**src/hw/rtl/drm_pkg.sv**
```systemverilog
package drm_pkg;

    localparam int VERTEX_W = 4;
    localparam int OPCODE_W = 2;
    localparam int ARC_W    = 9;
    localparam int VCOUNT_W = 5;
    localparam int APB_AW   = 3;
    localparam int APB_DW   = 32;

    localparam logic [VCOUNT_W-1:0] VCOUNT_RESET = 5'd16;
    localparam logic [APB_AW-1:0]   ADDR_VERTEX_COUNT = 3'd0;

    typedef enum logic [OPCODE_W-1:0] {
        OP_INSERT = 2'd0,
        OP_REMOVE = 2'd1,
        OP_QUERY  = 2'd2,
        OP_SPARE  = 2'd3
    } drm_op_t;

    typedef struct packed {
        logic load;
        logic exec;
        logic step;
        logic finish;
    } drm_cmd_t;

    typedef struct packed {
        logic query_go;
        logic search_done;
    } drm_sts_t;

endpackage

```
**src/hw/rtl/drm_ctrl.sv**
```systemverilog
module drm_ctrl (
    input  logic            aclk,
    input  logic            aresetn,
    input  logic            s_valid,
    output logic            s_ready,
    output logic            m_valid,
    input  logic            m_ready,
    input  drm_pkg::drm_sts_t sts,
    output drm_pkg::drm_cmd_t cmd
);
    import drm_pkg::*;

    typedef enum logic [1:0] {
        ST_IDLE,
        ST_EXEC,
        ST_SEARCH,
        ST_FINISH
    } state_t;

    state_t state_reg, state_next;
    logic   m_valid_reg, m_valid_next;
    logic   out_free;

    assign out_free = !m_valid_reg || m_ready;

    always_comb begin
        cmd.load   = 1'b0;
        cmd.exec   = 1'b0;
        cmd.step   = 1'b0;
        cmd.finish = 1'b0;
        state_next = state_reg;
        unique case (state_reg)
            ST_IDLE: begin
                if (s_valid) begin
                    cmd.load   = 1'b1;
                    state_next = ST_EXEC;
                end
            end
            ST_EXEC: begin
                cmd.exec   = 1'b1;
                state_next = sts.query_go ? ST_SEARCH : ST_FINISH;
            end
            ST_SEARCH: begin
                cmd.step = 1'b1;
                if (sts.search_done) begin
                    state_next = ST_FINISH;
                end
            end
            ST_FINISH: begin
                if (out_free) begin
                    cmd.finish = 1'b1;
                    state_next = ST_IDLE;
                end
            end
            default: state_next = ST_IDLE;
        endcase
    end

    always_comb begin
        if (cmd.finish) begin
            m_valid_next = 1'b1;
        end else if (m_ready) begin
            m_valid_next = 1'b0;
        end else begin
            m_valid_next = m_valid_reg;
        end
    end

    always_ff @(posedge aclk) begin
        if (!aresetn) begin
            state_reg   <= ST_IDLE;
            m_valid_reg <= 1'b0;
        end else begin
            state_reg   <= state_next;
            m_valid_reg <= m_valid_next;
        end
    end

    assign s_ready = (state_reg == ST_IDLE);
    assign m_valid = m_valid_reg;

endmodule

```
**src/hw/rtl/drm_datapath.sv**
```systemverilog
module drm_datapath #(
    parameter int MAX_VERTICES = 16
) (
    input  logic                          aclk,
    input  logic                          aresetn,
    input  drm_pkg::drm_cmd_t             cmd,
    output drm_pkg::drm_sts_t             sts,
    input  logic [drm_pkg::OPCODE_W-1:0]  s_opcode,
    input  logic [drm_pkg::VERTEX_W-1:0]  s_src_vertex,
    input  logic [drm_pkg::VERTEX_W-1:0]  s_dst_vertex,
    input  logic [drm_pkg::VCOUNT_W-1:0]  vertex_count,
    output logic                          m_reachable,
    output logic [drm_pkg::ARC_W-1:0]     m_arc_total,
    output logic                          m_status
);
    import drm_pkg::*;

    localparam int IW = (MAX_VERTICES > 1) ? $clog2(MAX_VERTICES) : 1;
    localparam int CW = $clog2(MAX_VERTICES + 1);
    localparam int NW = (CW > VCOUNT_W) ? CW : VCOUNT_W;

    logic [MAX_VERTICES-1:0] rows_reg [MAX_VERTICES];
    logic [MAX_VERTICES-1:0] rows_next [MAX_VERTICES];
    logic [ARC_W-1:0]        arc_count_reg, arc_count_next;
    logic [OPCODE_W-1:0]     op_reg;
    logic [VERTEX_W-1:0]     src_reg, dst_reg;
    logic [MAX_VERTICES-1:0] seen_reg, seen_next;
    logic                    status_reg;
    logic                    query_reg;
    logic                    reach_out_reg;
    logic                    status_out_reg;
    logic [ARC_W-1:0]        arc_out_reg;

    logic [NW-1:0]           vc_ext, n_eff;
    logic [MAX_VERTICES-1:0] live_mask;
    logic [MAX_VERTICES-1:0] expand;
    logic [IW-1:0]           src_idx, dst_idx;
    logic                    in_range;
    logic                    arc_bit;
    logic                    query_go;

    assign vc_ext = NW'(vertex_count);
    assign n_eff  = (vc_ext > NW'(MAX_VERTICES)) ? NW'(MAX_VERTICES) : vc_ext;

    always_comb begin
        for (int i = 0; i < MAX_VERTICES; i++) begin
            live_mask[i] = (NW'(i) < n_eff);
        end
    end

    assign src_idx  = IW'(src_reg);
    assign dst_idx  = IW'(dst_reg);
    assign in_range = (NW'(src_reg) < n_eff) && (NW'(dst_reg) < n_eff);
    assign arc_bit  = rows_reg[src_idx][dst_idx];
    assign query_go = in_range && (op_reg == OP_QUERY);

    // one frontier round over all rows
    always_comb begin
        expand = seen_reg;
        for (int v = 0; v < MAX_VERTICES; v++) begin
            if (seen_reg[v]) begin
                expand = expand | (rows_reg[v] & live_mask);
            end
        end
    end

    always_comb begin
        rows_next      = rows_reg;
        arc_count_next = arc_count_reg;
        if (cmd.exec && in_range) begin
            unique case (op_reg)
                OP_INSERT: begin
                    if (!arc_bit) begin
                        rows_next[src_idx][dst_idx] = 1'b1;
                        arc_count_next = arc_count_reg + ARC_W'(1);
                    end
                end
                OP_REMOVE: begin
                    if (arc_bit) begin
                        rows_next[src_idx][dst_idx] = 1'b0;
                        arc_count_next = arc_count_reg - ARC_W'(1);
                    end
                end
                default: begin
                end
            endcase
        end
    end

    always_comb begin
        seen_next = seen_reg;
        if (cmd.exec) begin
            seen_next = MAX_VERTICES'(1) << src_idx;
        end else if (cmd.step) begin
            seen_next = expand;
        end
    end

    always_ff @(posedge aclk) begin
        if (!aresetn) begin
            for (int v = 0; v < MAX_VERTICES; v++) begin
                rows_reg[v] <= '0;
            end
            arc_count_reg <= '0;
        end else begin
            rows_reg      <= rows_next;
            arc_count_reg <= arc_count_next;
        end
    end

    always_ff @(posedge aclk) begin
        seen_reg <= seen_next;
        if (cmd.load) begin
            op_reg  <= s_opcode;
            src_reg <= s_src_vertex;
            dst_reg <= s_dst_vertex;
        end
        if (cmd.exec) begin
            status_reg <= !in_range && (op_reg != OP_SPARE);
            query_reg  <= query_go;
        end
        if (cmd.finish) begin
            reach_out_reg  <= query_reg && seen_reg[dst_idx];
            status_out_reg <= status_reg;
            arc_out_reg    <= arc_count_reg;
        end
    end

    assign sts.query_go    = query_go;
    assign sts.search_done = (expand == seen_reg);

    assign m_reachable = reach_out_reg;
    assign m_arc_total = arc_out_reg;
    assign m_status    = status_out_reg;

endmodule

```
**src/hw/rtl/digraph_reachability_matrix_unit.sv**
```systemverilog
// insert, remove and ignored items go from input beat to output beat through EXEC and FINISH
// queries add one SEARCH step per frontier round, at most vertex_count rounds
// a new beat is taken only in IDLE, once the last one has finished; a held output stalls input
// the frontier loop over the adjacency rows sets the query time
// reset (aresetn low, synchronous): all arcs cleared, arc count zero, vertex_count 16
module digraph_reachability_matrix_unit #(
    parameter int MAX_VERTICES = 16
) (
    input  logic                          aclk,
    input  logic                          aresetn,
    input  logic                          s_valid,
    output logic                          s_ready,
    input  logic [drm_pkg::OPCODE_W-1:0]  s_opcode,
    input  logic [drm_pkg::VERTEX_W-1:0]  s_src_vertex,
    input  logic [drm_pkg::VERTEX_W-1:0]  s_dst_vertex,
    output logic                          m_valid,
    input  logic                          m_ready,
    output logic                          m_reachable,
    output logic [drm_pkg::ARC_W-1:0]     m_arc_total,
    output logic                          m_status,
    input  logic                          psel,
    input  logic                          penable,
    input  logic                          pwrite,
    input  logic [drm_pkg::APB_AW-1:0]    paddr,
    input  logic [drm_pkg::APB_DW-1:0]    pwdata,
    output logic [drm_pkg::APB_DW-1:0]    prdata,
    output logic                          pready
);
    import drm_pkg::*;

    logic [VCOUNT_W-1:0] vertex_count_reg, vertex_count_next;
    drm_cmd_t            cmd;
    drm_sts_t            sts;
    logic                cfg_write;

    assign pready    = 1'b1;
    assign cfg_write = psel && penable && pwrite && (paddr == ADDR_VERTEX_COUNT);

    assign vertex_count_next = cfg_write ? pwdata[VCOUNT_W-1:0] : vertex_count_reg;

    always_ff @(posedge aclk) begin
        if (!aresetn) begin
            vertex_count_reg <= VCOUNT_RESET;
        end else begin
            vertex_count_reg <= vertex_count_next;
        end
    end

    assign prdata = (paddr == ADDR_VERTEX_COUNT) ? APB_DW'(vertex_count_reg) : '0;

    drm_ctrl u_ctrl (
        .aclk    (aclk),
        .aresetn (aresetn),
        .s_valid (s_valid),
        .s_ready (s_ready),
        .m_valid (m_valid),
        .m_ready (m_ready),
        .sts     (sts),
        .cmd     (cmd)
    );

    drm_datapath #(
        .MAX_VERTICES (MAX_VERTICES)
    ) u_datapath (
        .aclk         (aclk),
        .aresetn      (aresetn),
        .cmd          (cmd),
        .sts          (sts),
        .s_opcode     (s_opcode),
        .s_src_vertex (s_src_vertex),
        .s_dst_vertex (s_dst_vertex),
        .vertex_count (vertex_count_reg),
        .m_reachable  (m_reachable),
        .m_arc_total  (m_arc_total),
        .m_status     (m_status)
    );

endmodule
```
**config.mk**
```make
export PLATFORM = sky130hd
export DESIGN_NAME = digraph_reachability_matrix_unit
export DESIGN_NICKNAME = d
export VERILOG_FILES = /design/src/hw/rtl/drm_pkg.sv /design/src/hw/rtl/drm_ctrl.sv /design/src/hw/rtl/drm_datapath.sv /design/src/hw/rtl/digraph_reachability_matrix_unit.sv
export SDC_FILE = /design/constraint.sdc
export NUM_CORES = 1
export LEC_CHECK = 0
export ABC_AREA = 1
export ABC_CLOCK_PERIOD_IN_PS = 8450
export BUFFER_PORTS_ARGS = -buffer_cell sky130_fd_sc_hd__buf_2
export CAP_MARGIN = 20
export CORE_ASPECT_RATIO = 2
export CORE_MARGIN = 2
export CORE_UTILIZATION = 40
export CTS_BUF_LIST = sky130_fd_sc_hd__clkbuf_16
export DETAILED_ROUTE_END_ITERATION = 6
export PLACE_DENSITY = 0.56
export SLEW_MARGIN = 10
export SYNTH_ARGS = -nofsm -noshare
export SYNTH_HDL_FRONTEND = slang
export SYNTH_SLANG_ARGS = --single-unit
```
**constraint.sdc**
```tcl
create_clock -name aclk -period 8.45 [get_ports aclk]
set_input_delay 0 -clock aclk [delete_from_list [all_inputs] [get_ports aclk]]
set_output_delay 0 -clock aclk [all_outputs]
set_load 0.02 [all_outputs]
```
==> Word-level counts from Yosys, hierarchy flattened <==
Cells that the tools add are included.
{ "classes": {"n_bitwise": 36, "reduce_logical": 21, "n_mux": 50, "n_eq_ne": 12, "n_lt_le_gt_ge": 23, "add_sub_neg": 2, "shift": 1} }
{ "ops": {"columns": ["operator", "count"], "rows": [
  ["256-bit two-way mux", 2],
  ["256-bit one-hot mux with 2 select lines", 1],
  ["16-bit two-way mux", 21],
  ["16-bit AND", 16],
  ["256-bit AND", 1],
  ["256-bit inverter", 1],
  ["16-bit bitwise OR", 16],
  ["256-bit bitwise OR", 1],
  ["16-bit binary-select mux with 4-bit select", 1],
  ["16-bit demux with 4-bit select", 1],
  ["4-bit by 5-bit < comparator with 1-bit output, first input constant", 8],
  ["3-bit by 5-bit < comparator with 1-bit output, first input constant", 4],
  ["9-bit two-way mux", 2],
  ["9-bit one-hot mux with 2 select lines", 1],
  ["16-bit equality test", 1],
  ["1-bit by 4-bit left shift with 16-bit output, first input constant", 1],
  ["1-bit two-way mux", 12],
  ["1-bit logical AND", 10],
  ["1-bit by 5-bit < comparator with 1-bit output, first input constant", 2],
  ["2-bit by 5-bit < comparator with 1-bit output, first input constant", 2],
  ["4-bit by 5-bit < comparator with 1-bit output", 2],
  ["5-bit two-way mux", 2],
  ["9-bit by 1-bit adder with 9-bit output, second input constant", 1],
  ["9-bit by 1-bit subtractor with 9-bit output, second input constant", 1],
  ["21 further kinds", 35]
]} }
{ "totals": {"inputBits": 52, "word_cells": 174, "out_inout_bits": 46, "ff_bits": 312} }

==> Logic depth before layout (Yosys ltp) <==
Gate-level depths: netlist (run 1).
{ "logic_depth": {"ltp_word": 39, "depth_mapped": 24, "depth_no_buf": 20} }

==> Hierarchy <==
A second synthesis (run 1) with hierarchy kept.
{ "unflattened": {"cells_unflattened": 3723, "area_unflattened_um2": 21262.9} }
{ "by_module_without_submodules": {"columns": ["mod", "instances", "area_per_inst_um2", "cells_per_inst"], "rows": [
  ["drm_datapath", 1, 20504.7, 3612],
  ["digraph_reachability_matrix_unit", 1, 525.5, 77],
  ["drm_ctrl", 1, 232.7, 34]
]} }

==> Least setup slack after synthesis (run 1) <==
OpenSTA, ideal clock, no wires.
{ "synth_path": {"kind": "register to register", "from": "register u_datapath.op_reg[0]", "to": "register u_datapath.arc_count_reg[8]", "period_less_slack_ns": 2.875, "required_ns": 8.318, "slack_ns": 5.575, "path_stages_with_launch": 16, "t_arrival_ns": 2.742, "cell_sequence": "edfxtp_1 -> inv_1 -> nor2_1 -> clkbuf_1 -> inv_1 -> fa_1 -> o21ai_0 -> a21o_1 -> a21oi_1 -> nor2_1 -> nor2_1 -> nor2_1 -> nor2_1 -> xor2_1 -> nand3_1 -> a21oi_1"} }
{ "synth_via": {"elab_chain_cells": 3, "word_cells_on_any_way": 7, "classes_between": "eq/ne: 3; mux: 1; reduce/logical: 3"} }
{ "synth_lines": {"columns": ["item", "line_no", "rtl"], "rows": [
  ["start, declared", "drm_datapath.sv:25", "logic [OPCODE_W-1:0] op_reg;"],
  ["start signal, assigned", "drm_datapath.sv:114", "op_reg <= s_opcode;"],
  ["2-bit by 1-bit equality test with 1-bit output / 2-bit logical NOT (equally long branches)", "drm_datapath.sv:71", "unique case (op_reg)"],
  ["2-bit by 1-bit != test with 1-bit output (no source line) (tied with other cells)", null, null],
  ["4-bit AND reduction (no source line)", null, null],
  ["end signal, assigned", "drm_datapath.sv:107", "arc_count_reg <= arc_count_next;"],
  ["end, declared", "drm_datapath.sv:24", "logic [ARC_W-1:0] arc_count_reg, arc_count_next;"]
]} }
Several ways; a longest one is shown, not always the timed one.
A chain may end at the register's enable or synchronous reset.

==> results.md, run 1 <==
* Status: finished, final reports clean
* Pleak at 9.07 nW
* First-pass GRT wire length at around 130 mm
* Placed Area at 21800 sq um
* Clock buffer depth at 3
* GRT Total Usage at approximately a third
* # port buffers at 42
* Tmin final at 5.01 ns
* WL/cell at 20.1 microns
* Site row count at 120
* Unrepaired setup endpoints after global routing: false
* Reg clk slew, reported paths at around 0.070 ns
* HPWL Detailed at 54.9 mm
* Max FO, Critical Path at 65
* Crit-path cells: clkinv_2, nor2_1, nand2_1, nand3_1, nand2_1, nand2_1, nor2_1, nor2_1, nor2_1, nand2_1, nand2_1, nand2_1, inv_2, nand2_1, nand2_1, nand2_4, buf_4, nand4_1, nand2_1, nor2_1
* Req. time, crit path at 8.89 ns
* Final Hold Viols at 0
* Antenna diodes at 0
* Detail Route Antenna Nets at 0
* P per Cell Area at 224 nW/um^2
* Root Driver: clkbuf_16
* Max cap viols at 0
* Die W at 168 microns
* Mapped Cells at 3806
* Most used cell, CP: nand2_1
* First DRT Iteration DRCs at 1901
* Vias/cell at 5.43
* Final worst path period share at 59.3%
* Startpoint types: register
* FF+latch count, synth at 312
* Core footprint at ~53000 sq um
* Hold Crit Class: in -> reg
* Post-synthesis sequential area ratio at around 31%
* Final core area utilization at 43.5%
* Routability cong. at about 0.96
* Final instance area at 23200 sq um
* DRT Wirelength at between 80 and 90 mm
* Top_reg_cell synth: dfxtp_1
* Placed Cells at 4324
* Post-CTS resize count at 0
* Fillers at roughly 6000
* Antenna violations before repair at 0
* Starting Density at slightly above 40%
* Clock latency on the worst-skew pair at 0.56 ns
* Relative slew slack at 18.8%
* Nets at about 3800
* Number of H-tree levels at 2
* Drt drc at 0
* Area grow syn2layout at 8.03%
* Die area at 55600 sq um
* Fraction of registers with async set/reset at 0%
* Total Power at 5.18 mW
* Via count at 23900
* Reg area at 6640 sq um
* Mapped cell area at approximately 21000 sq um
* Netlist cell types at 38
* First-pass DRT Iterations at 5
* Die height at 331 microns
* Gr ovfl total at 0
* Layout cells sized above 1 at under 10%
* Final setup viols at 0
* Maximum vdd drop at 0.000171 V
* Avg Inst Size Synth at 5.63 sq um
* Clk sink count at 312
* Max-slew violations at 0
* Critical Path End Type: register
* Skew final at 0.0230 ns
* Number of global-route vias before repair at 22600
* Post-Layout Cell Count at 4408
* Fin Setup TNS at 0 ns
* Area of the multi-input gates at about 12000 sq um
* Synthesis warning total at 0
* Total CTS buffers at 35
* Arrival time worst endpoint at 5.45 ns
* Largest net degree at the start of global routing at 182
* Top Ports at slightly below 100
* CP peak stage delay at 1.18 ns
* EDFF count, synth at 39
* Slew at the pin with the worst max-slew slack at 1.22 ns
* CP max-delay cell: nor2_1
* CTS tree: built
* Kind of critical path: reg -> reg
* FMAX at about 0.20 GHz
==> cell families (layout without fill, tap and decap cells) <==
logic type,count (synthesis),after routing,share of synthesized area [%]
other,2,28,0.0350
adders and majority gates,18,18,1.09
AOI/OAI and AO/OA,189,189,5.22
DFF,312,312,30.9
buffers and inverters,677,582,13.2
and+or+nand+nor,2601,2601,49.2
xor gates and xnor gates,7,7,0.286
==> worst max-delay path, delay by kind of cell, from the launching register on <==
| family | cells | cell delay, ns |
|---|---|---|
| DFF | 1 | 0.38 |
| buffers and inverters | 3 | 1.18 |
| and+or+nand+nor | 17 | 3.22 |
==> cells in the final DEF (no fill, tap or decap), drive strengths merged, types with 3 or more instances in the layout <==
master	count
ha	17
nand4	276
nand2	1101
edfxtp	39
dfxtp	273
nand3	52
a221oi	12
a22oi	3
dlygate4sd3	23
nor3	16
clkbuf	38
nor2	1153
conb	28
xnor2	3
o22ai	12
o21ai	87
buf	104
a22o	20
xor2	4
a31oi	5
clkinv	19
inv	398
a21oi	42
==> power breakdown <==
group          switching, mW  internal, mW  total (mW)
sequential             0.174          1.62        1.80
combinational           1.60         0.300        1.90
clock                  0.679         0.803        1.48
total                   2.46          2.73        5.18
==> through the flow <==
step                      setup WS (ns)  hold slack, ns
after floorplan                    5.58          0.0989
after global placement             3.49           0.177
after detailed placement           3.48           0.178
after CTS                          3.46          0.0876
after global routing               3.11           0.152
final                              3.44           0.123
==> final cells by class <==
type,instances,area share [%]
inverter,396,6.43
tap,671,3.62
sequential,312,28.6
timing repair buffer,127,4.52
clock buffer,38,4.10
multi-input combinational,2843,52.3
clock inverter,21,0.362
==> final timing paths <==
check | end | slack, ns | from | cells past startpoint
max | register | 3.44 | u_datapath.src_idx[0] | 20
min | vertex_count_reg[4] | 0.12 | pwrite | 4
max reg2reg | register | 3.44 | u_datapath.src_idx[0] | 20
min reg2reg | u_datapath.m_status | 0.43 | u_datapath.status_reg | 0
==> Yosys cell counts (34+ instances only) <==
| master | instances | area [sq um] |
|---|---|---|
| inv_1 | 389 | 1460 |
| nand4_1 | 276 | 1730 |
| buf_1 | 34 | 128 |
| edfxtp_1 | 39 | 1170 |
| nand2_1 | 1101 | 4130 |
| a21oi_1 | 42 | 210 |
| clkbuf_1 | 126 | 473 |
| dfxtp_1 | 273 | 5470 |
| nor2_1 | 1152 | 4320 |
| buf_2 | 66 | 330 |
| buf_4 | 54 | 405 |
| nand3_1 | 51 | 255 |
| o21ai_0 | 77 | 385 |
==> timing repair <==
item | 4_1_cts | 5_1_grt
endpoints found under the hold margin | 46 | 0
hold buffers | 23 | 0
setup buffers | 0 | 0
==> routing by layer <==
metal,track usage (%),wire length [microns],up-vias
met2,54.3,42700,881
li1,-,-,11600
met5,0,0,-
met4,24.1,7760,0
met1,35.0,32200,11200
met3,4.59,5860,311
Note: power is estimated with default switching activity, not from simulation.
==> run 2: changes to the inputs <==
--- a/config.mk
+++ b/config.mk
@@ -5,8 +5,8 @@
 export SDC_FILE = /design/constraint.sdc
 export NUM_CORES = 1
 export LEC_CHECK = 0
-export ABC_AREA = 1
-export ABC_CLOCK_PERIOD_IN_PS = 8450
+export ABC_AREA = 0
+export ABC_CLOCK_PERIOD_IN_PS = 4150
 export BUFFER_PORTS_ARGS = -buffer_cell sky130_fd_sc_hd__buf_2
 export CAP_MARGIN = 20
 export CORE_ASPECT_RATIO = 2
@@ -14,7 +14,7 @@
 export CORE_UTILIZATION = 40
 export CTS_BUF_LIST = sky130_fd_sc_hd__clkbuf_16
 export DETAILED_ROUTE_END_ITERATION = 6
-export PLACE_DENSITY = 0.56
+export PLACE_DENSITY = 0.58
 export SLEW_MARGIN = 10
 export SYNTH_ARGS = -nofsm -noshare
 export SYNTH_HDL_FRONTEND = slang
==> constraint.sdc (replaced) <==
create_clock -name aclk -period 4.15 [get_ports aclk]
set_input_delay 0 -clock aclk [delete_from_list [all_inputs] [get_ports aclk]]
set_output_delay 0 -clock aclk [all_outputs]
set_load 0.02 [all_outputs]
==> results.md, run 2 <==
* Status: finished, final reports clean
* Fin Setup TNS at 0 ns (unchanged)
* Post-Layout Cell Count at 2266 (-49%)
* Max-slew violations at 0 (unchanged)
* Mapped Cells at 1709 (-55%)
* Synthesis warning total at 0 (unchanged)
* Arrival time worst endpoint at 4.48 ns (-0.97 ns)
* Slew at the pin with the worst max-slew slack at 0.947 ns (-0.270 ns)
* EDFF count, synth at 39 (unchanged)
* Root Driver: clkbuf_16
* Pleak at 6.27 nW (-31%)
* Die W at 147 microns (-12%)
* Area grow syn2layout at 14.1%
* CP startpoint: u_datapath.src_idx[1]
* Startpoint types: register
* DRT Wirelength at 69.0 mm (-22%)
* WL/cell at 30.5 microns (+51%)
* P per Cell Area at 476 nW/um^2 (+110%)
* Starting Density at 40.3% (+0.077 points)
* Placed Cells at 2189 (-49%)
* Top cells by area, synth: dfxtp_1, o311ai_0, mux4_2
* HPWL Detailed at 46.6 mm (-15%)
* Tmin final at 3.98 ns (-1.03 ns)
* Clk sink count at 312 (unchanged)
* Final setup viols at 0 (unchanged)
* Routability cong. at 0.940 (-2.1%)
* Req. time, crit path at 4.65 ns (-4.24 ns)
* Relative slew slack at 36.9% (+18 points)
* R2R Path Start: u_datapath.src_idx[1]
* Total Power at 8.94 mW (+73%)
* Critical Path End Type: register
* Max FO, Critical Path at 54 (-17%)
* First-pass DRT Iterations at 6 (+1)
* Clock latency on the worst-skew pair at 0.59 ns (+0.03 ns)
* First-pass GRT wire length at 101 mm (-25%)
* Mapped cell area at 16500 sq um (-23%)
* Largest net degree at the start of global routing at 95 (-48%)
* Area share of the largest cell type after synthesis at 33.2% (+7.7 points)
* Vias/cell at 7.02 (+29%)
* Via count at 15900 (-34%)
* FF+latch count, synth at 312 (unchanged)
* Beginning of the worst hold path: penable
* Most common cell in the synthesized netlist: dfxtp_1
* Antenna diodes at 0 (unchanged)
* Skew final at 0.0178 ns (-0.00520 ns)
* Total CTS buffers at 29 (-17%)
* Reg clk slew, reported paths at 0.07 ns (about the same)
* Antenna violations before repair at 0 (unchanged)
* Area of the multi-input gates at 8720 sq um (-28%)
* Commonest non-fill, non-tap cells in the layout: dfxtp_1, o311ai_0, o21ai_0
* Drt drc at 0 (unchanged)
* Nets at 1778 (-53%)
* First DRT Iteration DRCs at 1936 (+1.8%)
* Kind of critical path: reg -> reg
* Layout cells sized above 1 at 17.3% (+13 points)
* Fraction of registers with async set/reset at 0% (unchanged)
* Core footprint at 40900 sq um (-23%)
* Number of H-tree levels at 1 (-1)
* Fillers at 3875 (-35%)
* Top Ports at 98 (unchanged)
* Max cap viols at 0 (unchanged)
* Final worst path period share at 95.8% (+37 points)
* Site row count at 105 (-13%)
* Number of global-route vias before repair at 15600 (-31%)
* Die area at 42900 sq um (-23%)
* Top_reg_cell synth: dfxtp_1
* Netlist cell types at 72 (+89%)
* # port buffers at 42 (unchanged)
* Unrepaired setup endpoints after global routing: false
* Gr ovfl total at 0 (unchanged)
* Avg Inst Size Synth at 9.64 sq um (+71%)
* Die height at 291 microns (-12%)
* CTS tree: built
* Commonest non-fill, non-tap cell in the layout: dfxtp_1
* Final Hold Viols at 0 (unchanged)
* Hold Crit Class: in -> reg
* Reg area at 6640 sq um (unchanged)
* Dominant cell type by area after synthesis: dfxtp_1
* Most frequent cells after synthesis: dfxtp_1, o311ai_0, o21ai_0, clkbuf_1, a22oi_1
* Maximum vdd drop at 0.000303 V (+77%)
* Detail Route Antenna Nets at 0 (unchanged)
* GRT Total Usage at 31.3% (-0.26 points)
* FMAX at 0.251 GHz (+26%)
* Clock buffer depth at 3 (unchanged)
* Post-synthesis sequential area ratio at 40.3% (+9.3 points)
## run 2: cell types whose count changed after synthesis, sizes merged, moves of 164 or more
cell,change
o311ai,+242
nor2,-1123
nand4,-259
inv,-356
nand2,-1026
o21ai,+164
## run 2: final timing paths
path                              end  slack (ns)  depth (start not counted)
hold reg to reg   u_datapath.m_status        0.44                          0
hold / removal    vertex_count_reg[4]        0.02                          4
setup / recovery             register        0.17                         13
setup reg to reg             register        0.17                         13
## run 2: cells by family (layout without fill, tap and decap cells)
logic type               after synthesis  after routing  synth area share, %
buffers and inverters                286            282                 7.41
flip-flops                           312            312                 40.3
multiplexers                          95             95                 10.6
AND/OR/NAND/NOR                      253            253                 8.04
XOR/XNOR                               5              5                0.266
AO/OA/AOI/OAI                        738            738                 31.9
other                                  2             28               0.0456
adder cells (fa/ha/maj)               18             18                 1.41
## run 2: power breakdown
| group | internal, mW | switching (mW) | total [mW] |
|---|---|---|---|
| registers | 3.28 | 0.507 | 3.79 |
| clock network | 1.53 | 1.30 | 2.83 |
| logic | 0.660 | 1.66 | 2.32 |
## run 2: final cells by class
class | count | area share [%]
clock inverters | 22 | 0.952
repair buffers | 190 | 8.77
flip-flops and latches | 312 | 35.3
clock buffers | 32 | 4.26
well taps | 535 | 3.56
multi-input cells | 1137 | 46.4
inverters | 38 | 0.759
## run 2: critical path, stage by stage, from the launching register on
cell	delay (ns)
edfxtp_1	0.38
buf_12	0.17
buf_12	0.32
buf_4	0.27
mux4_2	0.56
nand2_1	0.09
a21oi_1	0.07
a311oi_1	0.48
nand4_1	0.17
buf_4	0.20
nor4_4	0.30
buf_12	0.22
nand3_2	0.32
o22ai_1	0.29
## run 2: routing by layer
metal / part of all wire, % / wire length, microns / vias to the layer above / track usage, %
met5: 0 / 0 / - / 0
met4: 10 / 7040 / 0 / 26.1
met3: 8.4 / 5820 / 358 / 5.55
met2: 49 / 33500 / 972 / 53.2
met1: 33 / 22600 / 7712 / 33.6
li1: - / - / 6861 / -
## run 2: per-stage QoR
stage          hold WS (ns)  util (%)  worst slack, ns  instance area, sq um
2_1_floorplan        0.0989         -            0.792                 16600
3_3_place_gp          0.178      43.0            0.351                 17600
3_5_place_dp          0.179      43.0            0.268                 17600
4_1_cts             0.00513      46.0            0.234                 18800
5_1_grt              0.0602      46.0           0.0208                 18800
6_report             0.0236      46.0            0.172                 18800
## run 2: timing repair
| action | in CTS | in global routing |
|---|---|---|
| resized for setup | 0 | 1 |
| endpoints found under the setup margin | 0 | 1 |
| endpoints found under the hold margin | 44 | 0 |
| buffers inserted | 0 | 0 |
| hold buffers | 23 | 0 |
